### src/rtl/va_pkg.sv
package va_pkg;

    localparam int MAX_SOURCES = 16;
    localparam int NUM_VOICES  = 16;

    localparam int SRC_W   = (MAX_SOURCES > 1) ? $clog2(MAX_SOURCES) : 1;
    localparam int CNT_W   = $clog2(MAX_SOURCES + 1);
    localparam int VOICE_W = (NUM_VOICES > 1) ? $clog2(NUM_VOICES) : 1;
    localparam int FC_W    = $clog2(NUM_VOICES + 1);
    localparam int CMP_W   = 8;

    typedef enum logic [1:0] {
        CMD_ADD       = 2'd0,
        CMD_REMOVE    = 2'd1,
        CMD_UPDATE    = 2'd2,
        CMD_REBALANCE = 2'd3
    } cmd_t;

    localparam logic [1:0] CFG_VOICE_LIMIT = 2'd0;
    localparam logic [1:0] CFG_ALWAYS_ON   = 2'd1;

    localparam logic ACT_ASSIGN = 1'b0;
    localparam logic ACT_REVOKE = 1'b1;

    typedef struct packed {
        logic [7:0]         id;
        logic               playing;
        logic [7:0]         prio;
        logic [15:0]        gain;
        logic [VOICE_W-1:0] voice;
    } entry_t;

    typedef struct packed {
        logic [7:0]         src;
        logic [VOICE_W-1:0] voice;
        logic               action;
        logic               ovf;
    } event_t;

    // Requests from the sequencer to the free-voice stack.
    typedef struct packed {
        logic               push;
        logic               pop;
        logic [VOICE_W-1:0] voice;
    } stk_ctl_t;

    // What the free-voice stack reports back.
    typedef struct packed {
        logic [VOICE_W-1:0] top;
        logic [FC_W-1:0]    free_count;
        logic [FC_W-1:0]    held_count;
    } stk_stat_t;

    function automatic logic [3:0] voice_out(input logic [VOICE_W-1:0] v);
        logic [VOICE_W+3:0] t;
        t = {4'b0000, v};
        return t[3:0];
    endfunction

endpackage

### src/rtl/voice_allocator_top.sv
// Voice allocator. Keeps a table of up to MAX_SOURCES sound sources and a
// stack of NUM_VOICES free voices, and reports every voice change as one
// result transaction (source, voice, assign or revoke, always-on overflow,
// and a last flag on the final result of a command). Commands are add,
// remove, update and rebalance; one command is worked on at a time and
// s_ready is high only while the block is idle. The table sits in a small
// two-read, one-write memory walked by a sequencer around one 25-bit key
// comparator. Add writes one new entry; update and remove search the table
// entry by entry, and removal then shifts the later entries down one place;
// rebalance runs a bubble sort over the table, then a revoke walk and an
// assign walk. Results wait in a pending register and an output register
// and stall the sequencer only when both are full.
// Configuration writes are always accepted and must be issued while idle.
module voice_allocator_top
    import va_pkg::*;
(
    input  logic        aclk,
    input  logic        aresetn,
    input  logic        s_valid,
    output logic        s_ready,
    input  logic [1:0]  s_cmd,
    input  logic [7:0]  s_source_id,
    input  logic        s_playing,
    input  logic [7:0]  s_priority_req,
    input  logic [15:0] s_gain,
    output logic        m_valid,
    input  logic        m_ready,
    output logic [7:0]  m_event_source,
    output logic [3:0]  m_event_voice,
    output logic        m_action,
    output logic        m_always_on_overflow,
    output logic        m_last,
    input  logic        cfg_valid,
    output logic        cfg_ready,
    input  logic [1:0]  cfg_index,
    input  logic [7:0]  cfg_data
);

    typedef enum logic [13:0] {
        ST_IDLE     = 14'b00000000000001,
        ST_ADD      = 14'b00000000000010,
        ST_FIND_RD  = 14'b00000000000100,
        ST_FIND_CHK = 14'b00000000001000,
        ST_SHIFT_RD = 14'b00000000010000,
        ST_SHIFT_WR = 14'b00000000100000,
        ST_SORT_RD  = 14'b00000001000000,
        ST_SORT_CMP = 14'b00000010000000,
        ST_SORT_WR2 = 14'b00000100000000,
        ST_REV_RD   = 14'b00001000000000,
        ST_REV_EMIT = 14'b00010000000000,
        ST_ASG_RD   = 14'b00100000000000,
        ST_ASG_EMIT = 14'b01000000000000,
        ST_DONE     = 14'b10000000000000
    } state_t;

    // Configuration registers.
    logic [4:0] voice_limit_reg;
    logic [7:0] always_on_reg;

    // Sequencer state.
    state_t           state_reg, state_next;
    logic [CNT_W-1:0] count_reg, count_next;
    logic [CNT_W-1:0] idx_reg, idx_next;
    logic [CNT_W-1:0] pass_reg, pass_next;
    logic             swapped_reg, swapped_next;
    logic [MAX_SOURCES-1:0] has_reg, has_next;

    // The accepted command transaction.
    cmd_t        cmd_reg;
    logic [7:0]  id_reg;
    logic        play_reg;
    logic [7:0]  prio_reg;
    logic [15:0] gain_reg;

    // Source table memory.
    entry_t           mem [MAX_SOURCES];
    logic             we;
    logic [SRC_W-1:0] waddr;
    entry_t           wdata;
    logic             rd_en;
    logic [SRC_W-1:0] raddr_a, raddr_b;
    entry_t           rd_a, rd_b;

    // Result path: one pending event, so that the last flag is known when the
    // event moves on to the output register.
    event_t pend_reg, pend_next;
    logic   pend_valid_reg, pend_valid_next;
    event_t out_reg, out_next;
    logic   out_valid_reg, out_valid_next;
    logic   out_last_reg, out_last_next;

    logic   emit_req;
    event_t emit_ev;
    logic   out_free;
    logic   can_emit;

    stk_ctl_t  stk_ctl;
    stk_stat_t stk_stat;

    logic [CNT_W-1:0] idx_inc;
    logic [24:0]      key_a, key_b;
    logic             start_rev, start_asg, sort_adv;

    va_free_stack u_stack (
        .aclk    (aclk),
        .aresetn (aresetn),
        .ctl     (stk_ctl),
        .stat    (stk_stat)
    );

    assign s_ready   = (state_reg == ST_IDLE);
    assign cfg_ready = 1'b1;

    assign m_valid              = out_valid_reg;
    assign m_event_source       = out_reg.src;
    assign m_event_voice        = voice_out(out_reg.voice);
    assign m_action             = out_reg.action;
    assign m_always_on_overflow = out_reg.ovf;
    assign m_last               = out_last_reg;

    assign out_free = !out_valid_reg || m_ready;
    assign can_emit = !pend_valid_reg || out_free;
    assign idx_inc  = idx_reg + CNT_W'(1);

    // Sort key: playing, then priority, then gain, all descending.
    assign key_a = {rd_a.playing, rd_a.prio, rd_a.gain};
    assign key_b = {rd_b.playing, rd_b.prio, rd_b.gain};

    always_ff @(posedge aclk) begin
        if (!aresetn) begin
            voice_limit_reg <= 5'd16;
            always_on_reg   <= 8'd255;
        end else if (cfg_valid && cfg_ready) begin
            case (cfg_index)
                CFG_VOICE_LIMIT: voice_limit_reg <= cfg_data[4:0];
                CFG_ALWAYS_ON:   always_on_reg   <= cfg_data;
                default: ;
            endcase
        end
    end

    always_ff @(posedge aclk) begin
        if (we) begin
            mem[waddr] <= wdata;
        end
        if (rd_en) begin
            rd_a <= mem[raddr_a];
            rd_b <= mem[raddr_b];
        end
    end

    always_ff @(posedge aclk) begin
        if (s_valid && s_ready) begin
            cmd_reg  <= cmd_t'(s_cmd);
            id_reg   <= s_source_id;
            play_reg <= s_playing;
            prio_reg <= s_priority_req;
            gain_reg <= s_gain;
        end
        pend_reg     <= pend_next;
        out_reg      <= out_next;
        out_last_reg <= out_last_next;
        pass_reg     <= pass_next;
        idx_reg      <= idx_next;
    end

    always_ff @(posedge aclk) begin
        if (!aresetn) begin
            state_reg      <= ST_IDLE;
            count_reg      <= '0;
            has_reg        <= '0;
            swapped_reg    <= 1'b0;
            pend_valid_reg <= 1'b0;
            out_valid_reg  <= 1'b0;
        end else begin
            state_reg      <= state_next;
            count_reg      <= count_next;
            has_reg        <= has_next;
            swapped_reg    <= swapped_next;
            pend_valid_reg <= pend_valid_next;
            out_valid_reg  <= out_valid_next;
        end
    end

    always_comb begin
        state_next   = state_reg;
        count_next   = count_reg;
        idx_next     = idx_reg;
        pass_next    = pass_reg;
        swapped_next = swapped_reg;
        has_next     = has_reg;
        we           = 1'b0;
        waddr        = idx_reg[SRC_W-1:0];
        wdata        = rd_a;
        rd_en        = 1'b0;
        raddr_a      = idx_reg[SRC_W-1:0];
        raddr_b      = idx_inc[SRC_W-1:0];
        emit_req     = 1'b0;
        emit_ev      = '0;
        stk_ctl      = '0;
        start_rev    = 1'b0;
        start_asg    = 1'b0;
        sort_adv     = 1'b0;

        pend_next       = pend_reg;
        pend_valid_next = pend_valid_reg;
        out_next        = out_reg;
        out_last_next   = out_last_reg;
        out_valid_next  = out_valid_reg && !m_ready;

        case (state_reg)
            ST_IDLE: begin
                if (s_valid) begin
                    idx_next = '0;
                    case (cmd_t'(s_cmd))
                        CMD_ADD:    state_next = ST_ADD;
                        CMD_REMOVE: state_next = ST_FIND_RD;
                        CMD_UPDATE: state_next = ST_FIND_RD;
                        default: begin
                            pass_next    = count_reg - CNT_W'(1);
                            swapped_next = 1'b0;
                            if (count_reg < CNT_W'(2)) begin
                                start_rev = 1'b1;
                            end else begin
                                state_next = ST_SORT_RD;
                            end
                        end
                    endcase
                end
            end

            ST_ADD: begin
                if (count_reg < CNT_W'(MAX_SOURCES)) begin
                    we          = 1'b1;
                    waddr       = count_reg[SRC_W-1:0];
                    wdata.id      = id_reg;
                    wdata.playing = play_reg;
                    wdata.prio    = prio_reg;
                    wdata.gain    = gain_reg;
                    wdata.voice   = '0;
                    has_next[count_reg[SRC_W-1:0]] = 1'b0;
                    if (stk_stat.free_count != '0 &&
                        CMP_W'(stk_stat.held_count) < CMP_W'(voice_limit_reg)) begin
                        wdata.voice = stk_stat.top;
                        has_next[count_reg[SRC_W-1:0]] = 1'b1;
                        stk_ctl.pop = 1'b1;
                        emit_req    = 1'b1;
                        emit_ev     = '{src: id_reg, voice: stk_stat.top,
                                        action: ACT_ASSIGN, ovf: 1'b0};
                    end
                    count_next = count_reg + CNT_W'(1);
                end
                state_next = ST_DONE;
            end

            ST_FIND_RD: begin
                if (idx_reg >= count_reg) begin
                    state_next = ST_DONE;
                end else begin
                    rd_en      = 1'b1;
                    state_next = ST_FIND_CHK;
                end
            end

            ST_FIND_CHK: begin
                if (rd_a.id != id_reg) begin
                    idx_next   = idx_inc;
                    state_next = ST_FIND_RD;
                end else if (cmd_reg == CMD_UPDATE) begin
                    we            = 1'b1;
                    wdata.playing = play_reg;
                    wdata.prio    = prio_reg;
                    wdata.gain    = gain_reg;
                    state_next    = ST_DONE;
                end else begin
                    if (has_reg[idx_reg[SRC_W-1:0]]) begin
                        stk_ctl.push  = 1'b1;
                        stk_ctl.voice = rd_a.voice;
                        emit_req      = 1'b1;
                        emit_ev       = '{src: id_reg, voice: rd_a.voice,
                                          action: ACT_REVOKE, ovf: 1'b0};
                    end
                    count_next = count_reg - CNT_W'(1);
                    state_next = ST_SHIFT_RD;
                end
            end

            ST_SHIFT_RD: begin
                if (idx_reg < count_reg) begin
                    rd_en      = 1'b1;
                    raddr_a    = idx_inc[SRC_W-1:0];
                    state_next = ST_SHIFT_WR;
                end else begin
                    has_next[idx_reg[SRC_W-1:0]] = 1'b0;
                    state_next = ST_DONE;
                end
            end

            ST_SHIFT_WR: begin
                we = 1'b1;
                has_next[idx_reg[SRC_W-1:0]] = has_reg[idx_inc[SRC_W-1:0]];
                idx_next   = idx_inc;
                state_next = ST_SHIFT_RD;
            end

            ST_SORT_RD: begin
                rd_en      = 1'b1;
                state_next = ST_SORT_CMP;
            end

            ST_SORT_CMP: begin
                if (key_a < key_b) begin
                    we    = 1'b1;
                    wdata = rd_b;
                    has_next[idx_reg[SRC_W-1:0]] = has_reg[idx_inc[SRC_W-1:0]];
                    has_next[idx_inc[SRC_W-1:0]] = has_reg[idx_reg[SRC_W-1:0]];
                    swapped_next = 1'b1;
                    state_next   = ST_SORT_WR2;
                end else begin
                    sort_adv = 1'b1;
                end
            end

            ST_SORT_WR2: begin
                we       = 1'b1;
                waddr    = idx_inc[SRC_W-1:0];
                wdata    = rd_a;
                sort_adv = 1'b1;
            end

            ST_REV_RD: begin
                if (idx_reg >= count_reg) begin
                    start_asg = 1'b1;
                end else if (!has_reg[idx_reg[SRC_W-1:0]]) begin
                    idx_next = idx_inc;
                end else begin
                    rd_en      = 1'b1;
                    state_next = ST_REV_EMIT;
                end
            end

            ST_REV_EMIT: begin
                if (can_emit) begin
                    stk_ctl.push  = 1'b1;
                    stk_ctl.voice = rd_a.voice;
                    has_next[idx_reg[SRC_W-1:0]] = 1'b0;
                    emit_req = 1'b1;
                    emit_ev  = '{src: rd_a.id, voice: rd_a.voice, action: ACT_REVOKE,
                                 ovf: rd_a.playing && (rd_a.prio == always_on_reg)};
                    idx_next   = idx_inc;
                    state_next = ST_REV_RD;
                end
            end

            ST_ASG_RD: begin
                if (idx_reg >= count_reg ||
                    CMP_W'(idx_reg) >= CMP_W'(voice_limit_reg) ||
                    stk_stat.free_count == '0) begin
                    state_next = ST_DONE;
                end else if (has_reg[idx_reg[SRC_W-1:0]]) begin
                    idx_next = idx_inc;
                end else begin
                    rd_en      = 1'b1;
                    state_next = ST_ASG_EMIT;
                end
            end

            ST_ASG_EMIT: begin
                if (!rd_a.playing) begin
                    idx_next   = idx_inc;
                    state_next = ST_ASG_RD;
                end else if (can_emit) begin
                    stk_ctl.pop = 1'b1;
                    we          = 1'b1;
                    wdata.voice = stk_stat.top;
                    has_next[idx_reg[SRC_W-1:0]] = 1'b1;
                    emit_req = 1'b1;
                    emit_ev  = '{src: rd_a.id, voice: stk_stat.top,
                                 action: ACT_ASSIGN, ovf: 1'b0};
                    idx_next   = idx_inc;
                    state_next = ST_ASG_RD;
                end
            end

            ST_DONE: begin
                if (!pend_valid_reg) begin
                    state_next = ST_IDLE;
                end else if (out_free) begin
                    out_next        = pend_reg;
                    out_last_next   = 1'b1;
                    out_valid_next  = 1'b1;
                    pend_valid_next = 1'b0;
                    state_next      = ST_IDLE;
                end
            end

            default: state_next = ST_IDLE;
        endcase

        // End of one compare of a bubble-sort pass.
        if (sort_adv) begin
            if (idx_inc < pass_reg) begin
                idx_next   = idx_inc;
                state_next = ST_SORT_RD;
            end else begin
                pass_next = pass_reg - CNT_W'(1);
                if (swapped_next && pass_reg > CNT_W'(1)) begin
                    idx_next     = '0;
                    swapped_next = 1'b0;
                    state_next   = ST_SORT_RD;
                end else begin
                    start_rev = 1'b1;
                end
            end
        end

        // Revoke walk covers ranks from voice_limit to the end of the table.
        if (start_rev) begin
            if (CMP_W'(voice_limit_reg) >= CMP_W'(count_reg)) begin
                start_asg = 1'b1;
            end else begin
                idx_next   = CNT_W'(voice_limit_reg);
                state_next = ST_REV_RD;
            end
        end

        if (start_asg) begin
            idx_next   = '0;
            state_next = ST_ASG_RD;
        end

        // A new event pushes the pending one out as a non-final result.
        if (emit_req) begin
            if (pend_valid_reg) begin
                out_next       = pend_reg;
                out_last_next  = 1'b0;
                out_valid_next = 1'b1;
            end
            pend_next       = emit_ev;
            pend_valid_next = 1'b1;
        end
    end

endmodule

### src/rtl/va_free_stack.sv
module va_free_stack
    import va_pkg::*;
(
    input  logic      aclk,
    input  logic      aresetn,
    input  stk_ctl_t  ctl,
    output stk_stat_t stat
);

    logic [VOICE_W-1:0] stack_reg [NUM_VOICES];
    logic [FC_W-1:0]    free_reg;
    logic [FC_W-1:0]    held_reg;
    logic [FC_W-1:0]    top_idx;

    assign top_idx         = free_reg - FC_W'(1);
    assign stat.top        = stack_reg[top_idx[VOICE_W-1:0]];
    assign stat.free_count = free_reg;
    assign stat.held_count = held_reg;

    always_ff @(posedge aclk) begin
        if (!aresetn) begin
            for (int i = 0; i < NUM_VOICES; i++) begin
                stack_reg[i] <= VOICE_W'(i);
            end
            free_reg <= FC_W'(NUM_VOICES);
            held_reg <= '0;
        end else if (ctl.pop) begin
            free_reg <= free_reg - FC_W'(1);
            held_reg <= held_reg + FC_W'(1);
        end else if (ctl.push) begin
            // A voice that would overflow the stack is dropped.
            if (free_reg < FC_W'(NUM_VOICES)) begin
                stack_reg[free_reg[VOICE_W-1:0]] <= ctl.voice;
                free_reg <= free_reg + FC_W'(1);
            end
            if (held_reg != '0) begin
                held_reg <= held_reg - FC_W'(1);
            end
        end
    end

endmodule

### config.mk
export PLATFORM = sky130hd
export DESIGN_NAME = voice_allocator_top
export DESIGN_NICKNAME = d
export VERILOG_FILES = /design/src/rtl/va_pkg.sv /design/src/rtl/voice_allocator_top.sv /design/src/rtl/va_free_stack.sv
export SDC_FILE = /design/constraint.sdc
export NUM_CORES = 2
export LEC_CHECK = 0
export ABC_CLOCK_PERIOD_IN_PS = 4430
export BUFFER_PORTS_ARGS = -buffer_cell sky130_fd_sc_hd__buf_2
export CAP_MARGIN = 10
export CORE_MARGIN = 1
export CORE_UTILIZATION = 58
export CTS_BUF_LIST = sky130_fd_sc_hd__clkbuf_16
export CTS_CLUSTER_DIAMETER = 40
export CTS_CLUSTER_SIZE = 30
export DETAILED_ROUTE_END_ITERATION = 6
export PLACE_DENSITY = 0.83
export SKIP_LAST_GASP = 1
export SYNTH_ARGS = -nofsm -noshare
export SYNTH_HDL_FRONTEND = slang
export SYNTH_HIERARCHICAL = 1
export SYNTH_SLANG_ARGS = --single-unit
### constraint.sdc
create_clock -name aclk -period 4.43 [get_ports aclk]
set_input_delay 0.886 -clock aclk [delete_from_list [all_inputs] [get_ports aclk]]
set_output_delay 0.886 -clock aclk [all_outputs]
set_load 0.005 [all_outputs]
==> flow_metrics.py <==
metrics = {
    "timing": {
        "period_minus_slack_ns": 4.28,
        "grt_setup_unrepaired": "false",
        "max_freq_mhz": 234,
        "hold_violations": 0,
        "finalSetupTns_ns": 0,
        "max-slew-margin-rel": 0.172,
        "setup_slack_ns": 0.154,
        "finClkSkew_ns": 0.0618,
        "tightest_slew_ns": 1.24,
        "finalMaxSlewViolations": 0,
        "setup_viol": 0,
        "min_period_over_period": 0.965,
    },
    "detailed_routing": {
        "wl_per_cell_um": 29.9,
        "postRouteAntennaNets": 0,
        "first_pass_iters": 7,
        "vias": 36000,
        "drtIter0Drc": 5939,
        "drc": 31,
        "drt_wl_total_mm": 146,
        "vias_per_cell": 7.39,
    },
    "finish": {
        "area_growth_syn_to_layout_pct": 14.2,
        "layout.cells.non_filler": 4867,
        "drive_above_1_share": 0.194,
        "fillers": 5169,
        "regArea_mm2": 0.0253,
        "multi_input_area_mm2": 0.0191,
        "finish.utilization": 0.668,
        "largest_reg_flops": 592,
        "fin_nets": 3847,
        "n_antenna_cell": 0,
        "layout_common_cells": "edfxtp_1, nand2_1, nor2_1",
        "mostFrequentLayoutCell": "edfxtp_1",
    },
    "floorplanning": {
        "die_h_um": 282,
        "start_util": 0.585,
        "die_x_um": 282,
        "io_pins": 68,
        "die_area_mm2": 0.0793,
        "core_mm2": 0.0775,
        "num_rows": 102,
    },
    "setup_path": {
        "regToRegEndpoint": "mem[14][12]$_DFFE_PP_",
        "crit_top_cell": "nand2_1",
        "crit_chain": "ha_1 > nand4_1 > nor4_1 > a221oi_1 > o211ai_1 > nor3_1 > a211oi_4 > buf_4 > nand2_1 > nand2_1",
        "cp.arrival_ns": 4.70,
        "crit_fanout": 19,
        "cp_slowest_cell": "a211oi_4",
        "start_kind": "flop",
        "crit_path_end_kind": "flop",
        "critPathRequiredTime_ns": 4.85,
        "path_delay_family": "simple AND/OR/NAND/NOR gates",
        "cpPeakStageDelay_ns": 0.58,
        "rr_worst_depth": 10,
        "r2r-start": "key_a[23]$_DFFE_PP_",
        "critPathKind": "flop to flop",
        "regToRegSetupSlack_ns": 0.15,
        "worst-path-buf-inv": 1,
        "startpoint": "key_a[23]$_DFFE_PP_",
    },
    "pwr": {
        "leakage_nw": 17.5,
        "p_sw_frac": 0.281,
        "p_comb_frac": 0.161,
        "power_frac_clock": 0.428,
        "irDropWorstVdd_uv": 403,
        "p_per_area_mw_per_mm2": 426,
        "p_int_mw": 15.8,
        "seq_power_share": 0.411,
        "p_sw_mw": 6.19,
    },
    "clock_network": {
        "clk_path_buf_depth": 3,
        "htree_num_levels": 3,
        "cts_buffers": 116,
        "postCtsSetupBuffers": 0,
        "clk_pin_slew_ns": 0.06,
        "clk_latency_ns": 0.71,
        "numClockSinks": 865,
        "cts_tree": "yes",
        "ctsRootBufferMaster": "clkbuf_16",
    },
    "worst_hold_path": {
        "whs_endpoint": "prio_reg[3]$_DFFE_PP_",
        "hold_path_class": "input port to flop",
        "min-delay-start": "s_priority_req[3]",
        "holdPathStages": 1,
    },
    "placed_design": {
        "pre_cts_ws_ns": 0.388,
        "post-dp-hpwl_mm": 88.1,
        "placement.io_buffers": 66,
        "gp_congestion": 1.04,
        "placedCellCount": 4648,
    },
    "outcome": {
        "outcome": "finished with violations",
        "violations": "design-rule violations",
    },
    "yosys": {
        "synth_async_sr_flop_share": 0,
        "ys_types": 98,
        "yosys_most_used_dff": "edfxtp_1",
        "synth_edf_count": 794,
        "synth_cells": 3659,
        "yosysWarnings": 6,
        "synth_nets": 3780,
        "syn-cell-area_mm2": 0.0453,
        "synth_seq_cells": 865,
        "yosysSeqAreaShare": 0.557,
        "avgSynthCellArea_um2": 12.4,
    },
    "global_route": {
        "grt_max_degree": 140,
        "met3_usage": 0.107,
        "grt_pass1_vias": 35400,
        "overflow": 0,
        "met2_usage": 0.556,
        "use_met1": 0.466,
        "grt_busiest_layer": "met2",
        "track_usage": 0.367,
        "grt_pass1_wl_mm": 216,
        "grt_antenna_before_repair": 2,
    },
    "run": {
        "max_cap_violations": 0,
    },
}
-- power by group through the flow --
stage	Clock, mW	Sequential [mW]	Combinational, mW
floorplan	0	9.17	2.32
global placement	0	9.23	3.30
detailed placement	0	9.23	3.37
CTS	9.45	9.06	3.42
global route	9.77	9.07	3.66
finish	9.43	9.07	3.54
-- logic make-up after synthesis --
family | after synthesis | synth area share
AND/OR/NAND/NOR | 1306 | 0.140
flip-flops | 865 | 0.557
AO/OA/AOI/OAI | 734 | 0.114
buffers and inverters | 336 | 0.0291
multiplexers | 306 | 0.131
adder cells (fa/ha/maj) | 71 | 0.0198
XOR/XNOR | 40 | 0.00847
other | 1 | 0.0000827
-- through the flow --
step	hold slack [ns]	total power [mW]	area (um2)
after floorplan	0.456	11.5	45400
final	0.351	22.0	51800
after global routing	0.335	22.5	51800
after detailed placement	0.504	12.6	47800
after global placement	0.496	12.5	47800
after CTS	0.324	21.9	51800
-- layout make-up --
cell class / count / area share
sequential: 865 / 0.488
multi-input combinational: 2458 / 0.369
clock buffer: 119 / 0.0575
timing repair buffer: 226 / 0.0373
tap: 1040 / 0.0251
clock inverter: 100 / 0.0192
inverter: 59 / 0.00430
-- worst register-to-register path: stages, from the launching register on --
cell and delay, ns:
edfxtp_1 0.44, ha_1 0.43, nand4_1 0.15, nor4_1 0.50
a221oi_1 0.22, o211ai_1 0.42, nor3_1 0.22, a211oi_4 0.58
buf_4 0.43, nand2_1 0.17, nand2_1 0.44
-- routing by layer --
metal	vias up	part of all wire
met5	-	0.000089
met4	2	0.072
met3	823	0.15
met2	3556	0.45
met1	17000	0.33
li1	14600	-
-- synth_stat cells, types with 28 or more instances --
library cell / number / share of area
and3_1: 103 / 0.014
edfxtp_1: 794 / 0.53
nand4_1: 48 / 0.0066
a22oi_1: 39 / 0.0065
dfxtp_1: 71 / 0.031
nand2_1: 407 / 0.034
and2_1: 52 / 0.0072
or3_1: 67 / 0.0092
ha_1: 70 / 0.019
clkbuf_1: 224 / 0.019
mux2i_1: 73 / 0.016
o311ai_0: 51 / 0.0098
nand3_1: 123 / 0.014
mux4_2: 231 / 0.11
nor2_1: 309 / 0.026
o21ai_1: 28 / 0.0031
o21ai_0: 167 / 0.018
a21oi_1: 118 / 0.013
a32oi_1: 29 / 0.0056
nand2b_1: 32 / 0.0044
a311o_1: 46 / 0.010
nor3_1: 65 / 0.0072
inv_1: 55 / 0.0046
-- how the worst max path moves through the flow --
stage          cells after the start                               endpoint
2_1_floorplan                     10                    mem[3][0]$_DFFE_PP_
3_3_place_gp                       9  u_stack/stack_reg[0][1]$_SDFFCE_PN0P_
3_5_place_dp                      10                   mem[7][12]$_DFFE_PP_
4_1_cts                            9  u_stack/stack_reg[0][0]$_SDFFCE_PN0P_
5_1_grt                           10                  mem[14][12]$_DFFE_PP_
6_report                          10                  mem[14][12]$_DFFE_PP_
-- what timing repair did --
action,CTS,global route
endpoints found under the setup margin,0,17
gates resized for setup,0,2
hold buffers,0,0
Note: power is estimated with default switching activity, not from simulation.
